### src/rtl/core/gcbs_pkg.sv
// Shared types and constants for the glyph code binary search block.
// Used by gcbs_ctrl, gcbs_datapath, glyph_code_binary_search, glyph_lookup_checker and tb; no dependencies.
`default_nettype none

package gcbs_pkg;

	// Fixed field widths
	localparam int unsigned CODE_W  = 21;
	localparam int unsigned INDEX_W = 10;
	localparam int unsigned COUNT_W = 11;

	// Item commands
	localparam logic CMD_WRITE  = 1'b0;
	localparam logic CMD_LOOKUP = 1'b1;

	// Register map (word index)
	localparam logic REG_ENTRY_COUNT = 1'b0;

	typedef enum logic [1:0] {
		S_IDLE,
		S_READ,
		S_CMP,
		S_HOLD
	} state_t;

	// Controller to datapath
	typedef struct packed {
		logic wr_en;     // store one table entry
		logic start;     // latch code and open the full search range
		logic rd;        // read the midpoint entry
		logic cmp;       // registered entry is valid for compare
		logic step;      // narrow the range around the midpoint
		logic out_load;  // move the midpoint into the output register
	} cmd_t;

	// Datapath to controller
	typedef struct packed {
		logic count_zero;  // table holds no entries
		logic hit;         // probed entry equals the searched code
		logic range_end;   // no entries left after this probe
		logic out_free;    // output register can take a result this cycle
	} sts_t;

endpackage

`default_nettype wire

### src/rtl/core/gcbs_ctrl.sv
// Search controller: sequences one table probe (read, compare) at a time.
// Depends on gcbs_pkg.
`default_nettype none

module gcbs_ctrl (
	input  wire              clk,
	input  wire              arst_n,
	input  wire              req_valid,
	output logic             req_ready,
	input  wire              command,
	input  gcbs_pkg::sts_t   sts,
	output gcbs_pkg::cmd_t   cmd
);
	import gcbs_pkg::*;

	state_t state_q;
	state_t state_d;
	logic   accept;

	assign accept = req_valid && req_ready;

	// State register
	always_ff @(posedge clk or negedge arst_n) begin
		if (!arst_n) begin
			state_q <= S_IDLE;
		end else begin
			state_q <= state_d;
		end
	end

	// Next state
	always_comb begin
		state_d = state_q;
		case (state_q)
			S_IDLE: begin
				if (accept && command == CMD_LOOKUP && !sts.count_zero) begin
					state_d = S_READ;
				end
			end
			S_READ: begin
				state_d = S_CMP;
			end
			S_CMP: begin
				if (sts.hit) begin
					state_d = sts.out_free ? S_IDLE : S_HOLD;
				end else if (sts.range_end) begin
					state_d = S_IDLE;
				end else begin
					state_d = S_READ;
				end
			end
			S_HOLD: begin
				if (sts.out_free) begin
					state_d = S_IDLE;
				end
			end
			default: begin
				state_d = S_IDLE;
			end
		endcase
	end

	// Outputs
	always_comb begin
		req_ready    = (state_q == S_IDLE);
		cmd          = '0;
		cmd.wr_en    = accept && command == CMD_WRITE;
		cmd.start    = accept && command == CMD_LOOKUP && !sts.count_zero;
		cmd.rd       = (state_q == S_READ);
		cmd.cmp      = (state_q == S_CMP);
		cmd.step     = (state_q == S_CMP) && !sts.hit;
		cmd.out_load = ((state_q == S_CMP && sts.hit) || state_q == S_HOLD) && sts.out_free;
	end

	// Checks
	a_load_only_free: assert property (@(posedge clk) disable iff (!arst_n)
		cmd.out_load |-> sts.out_free)
		else $error("result loaded into a full output register");

	a_hold_from_hit: assert property (@(posedge clk) disable iff (!arst_n)
		(state_q == S_HOLD && !$past(state_q == S_HOLD)) |-> $past(sts.hit && cmd.cmp))
		else $error("hold entered without a hit");

	a_read_then_cmp: assert property (@(posedge clk) disable iff (!arst_n)
		cmd.rd |=> cmd.cmp)
		else $error("probe read not followed by compare");

endmodule

`default_nettype wire

### config.mk
export PLATFORM = sky130hd
export DESIGN_NAME = gcbs_ctrl
export DESIGN_NICKNAME = d
export VERILOG_FILES = /design/src/rtl/core/gcbs_pkg.sv /design/src/rtl/core/gcbs_ctrl.sv
export SDC_FILE = /design/constraint.sdc
export NUM_CORES = 1
export LEC_CHECK = 0
export BUFFER_PORTS_ARGS = -buffer_cell sky130_fd_sc_hd__buf_2
export CELL_PAD_IN_SITES_DETAIL_PLACEMENT = 0
export CELL_PAD_IN_SITES_GLOBAL_PLACEMENT = 1
export CORE_AREA = 2 2 39 41
export CTS_CLUSTER_DIAMETER = 120
export DETAILED_ROUTE_END_ITERATION = 10
export DIE_AREA = 0 0 41 43
export GPL_TIMING_DRIVEN = 1
export PLACE_DENSITY = 0.46
export SLEW_MARGIN = 20
export SYNTH_ARGS = -nofsm -noshare
export SYNTH_HDL_FRONTEND = slang
export SYNTH_SLANG_ARGS = --single-unit
### constraint.sdc
create_clock -name clk -period 1.6 [get_ports clk]
set_input_delay 0.32 -clock clk [delete_from_list [all_inputs] [get_ports clk]]
set_output_delay 0.32 -clock clk [all_outputs]
set_load 0.02 [all_outputs]
==> flow_summary.toml <==
[floorplan]
start_util = 0.09946
ios = 15
chipHeight_um = 43
die-area_sq_um = 1763
die_w_um = 41
row_count = 14
coreArea_sq_um = 1384

[place]
routabilityCongestion = 0.5562
numPortBuffers = 14

[final_layout]
area_growth_pct = 89.09
top_regs = "state_q x2"
largest_reg_flops = 2
antenna_cells = 0
drive_gt1_frac = 0.5714
top_register = "state_q"
nNetsFinal = 45

[route]
wire_per_inst_um = 8.667
routed_via_density = 3.490
route.vias.total = 178
drc = 0
wl_um = 442
dr.pass1.iters = 2
drt_iter0_drc = 1
route.antenna.remaining_nets = 0

[timing]
rsz0062_at_grt = "no"
period_share = 0.9618
setup_viol = 0
max_freq_mhz = 649.8
worst_pin_slew_ns = 0.2078
fin_skew_ns = 0.002325
period_minus_slack_ns = 1.539
fin_tns_setup_ns = 0
maxSlewViolCount = 0
hold_viol_final = 0
max-slew-margin-rel = 0.8615

[yosys]
syn_area_per_cell_sq_um = 8.096
ys_ff_latch = 2
yosys_warnings = 0
synthesis.nets = 25
synth_cell_types = 10
yosys.area.top_type = "dfrtp_1"
synthTopCellsByArea = "dfrtp_1, and4b_4, nor2b_1"
synth_top_cell_area_share = 0.3636
yosysSeqAreaShare = 0.3636
syn_area_sq_um = 137.6
syn_inst = 17

[power]
p_per_area_nw_per_um2 = 1672
p_seq_frac = 0.243
intPower_uw = 243.4
swShare = 0.4406
finalPower_uw = 435.1
pwr-share-clk = 0.256
p_leak_uw = 0.0001414
peakVddDrop_v = 0.0003110
power.switching_uw = 191.7
pwr-share-comb = 0.501

[hold_path]
hp-class = "primary input to flop"

[grt]
track_usage = 0.05723
grt_pass1_vias = 164
antenna_found_initial = 0
grt_overflow = 0
grt_pass1_wl_um = 600
grt_max_degree = 8

[clock_tree]
cts_max_level = 1
cts_root_buf = "clkbuf_4"
clockBufferDepth = 2
cts_made_buffers = 3
cts_sinks = 2
cts_tree = "yes"
cts_resized = 0
path_clk_slew_ns = 0.03
clk_latency_ns = 0.22

[worst_setup_path]
required_ns = 1.28
start_kind = "flop"
worst_ep_arrival_time_ns = 1.22
worstSetupPathType = "flop to output pin"
path_max_fanout = 6
end_kind = "output pin"

[status]
outcome = "finished clean"

[flow_run]
maxCapViolations = 0
-- worst paths after layout --
kind / startpoint / cells after the start / slack [ns] / endpoint
min in group asynchronous: arst_n / 2 / 0.41 / state_q[0]$_DFFE_PN0P_
hold / removal: sts[0] / 2 / 0.31 / state_q[1]$_DFFE_PN0P_
setup reg to reg: state_q[0]$_DFFE_PN0P_ / 3 / 0.60 / state_q[0]$_DFFE_PN0P_
hold reg to reg: state_q[1]$_DFFE_PN0P_ / 1 / 0.58 / state_q[1]$_DFFE_PN0P_
max in group asynchronous: arst_n / 2 / 1.09 / state_q[1]$_DFFE_PN0P_
setup / recovery: state_q[0]$_DFFE_PN0P_ / 3 / 0.06 / cmd[4]
-- area by class of cell --
cell class,count,area [sq um]
Clock buffer,3,22.52
Fill cell,164,1124
Multi-Input combinational cell,15,87.58
Sequential cell,2,50.05
Tap cell,16,20.02
Timing Repair Buffer,15,80.08
-- timing repair --
item                                   in CTS  in global routing
endpoints found under the hold margin       2                  0
setup endpoints to repair                   0                  0
setup buffers                               0                  0
hold buffers                                1                  0
-- cells by family (layout without fill, tap and decap cells) --
logic type      after synthesis  count (layout)  share of synthesized area
flops                         2               2                     0.3637
compound gates                4               4                     0.1727
simple gates                 11              11                     0.4636
buf+inv                       0              18                          0
-- stage by stage --
| stage | util | instance area [sq um] | setup WS [ns] | hold WS [ns] | std cells |
|---|---|---|---|---|---|
| 3_5_place_dp | 0.1646 | 227.7 | 0.2915 | 0.1101 | 47 |
| 3_3_place_gp | 0.1646 | 227.7 | 0.3215 | 0.1069 | 47 |
| 5_1_grt | 0.1881 | 260.3 | 0.001922 | 0.3195 | 51 |
| 2_1_floorplan | - | 137.6 | 0.08894 | 0.02441 | 17 |
| 6_report | 0.1881 | 260.3 | 0.06112 | 0.3066 | 51 |
| 4_1_cts | 0.1881 | 260.3 | 0.04262 | 0.2988 | 51 |
-- layout by cell type, fill, tap and decap left out --
cell,netlist,final
clkbuf_4,0,3
a21oi_1,2,2
buf_2,0,14
a31o_1,1,1
nor2b_1,2,2
nor2_1,3,3
dfrtp_1,2,2
dlygate4sd3_1,0,1
nand2_1,3,3
nor2_2,1,1
and2b_2,1,1
and4b_4,1,1
o21ai_0,1,1
-- worst max-delay path, stage by stage (launching register included) --
cell and delay [ns]:
dfrtp_1 0.42, nor2_2 0.17, and4b_4 0.25, buf_2 0.16
-- power by group through the flow --
stage	Sequential, uW	Combinational, uW	Clock [uW]
after CTS	106	221	121
after global routing	111	242	119
after detailed placement	106	219	0
after global placement	107	218	0
final	106	218	111
after floorplan	98.4	150	0
-- synth_stat cells, drive strengths merged --
master and n:
nand2 3, dfrtp 2, a31o 1, nor2b 2, o21ai 1, nor2 4, and2b 1, and4b 1
a21oi 2
-- metal layers --
layer  vias to the layer above  global-route usage  part of all wire
met5                         -                   0                 0
met3                         0             0.01571              0.17
met1                        67             0.05788              0.44
met2                        15             0.07500              0.39
li1                         96                   -                 -
met4                         0             0.08000                 0
Power figures use the tool's default switching activity.
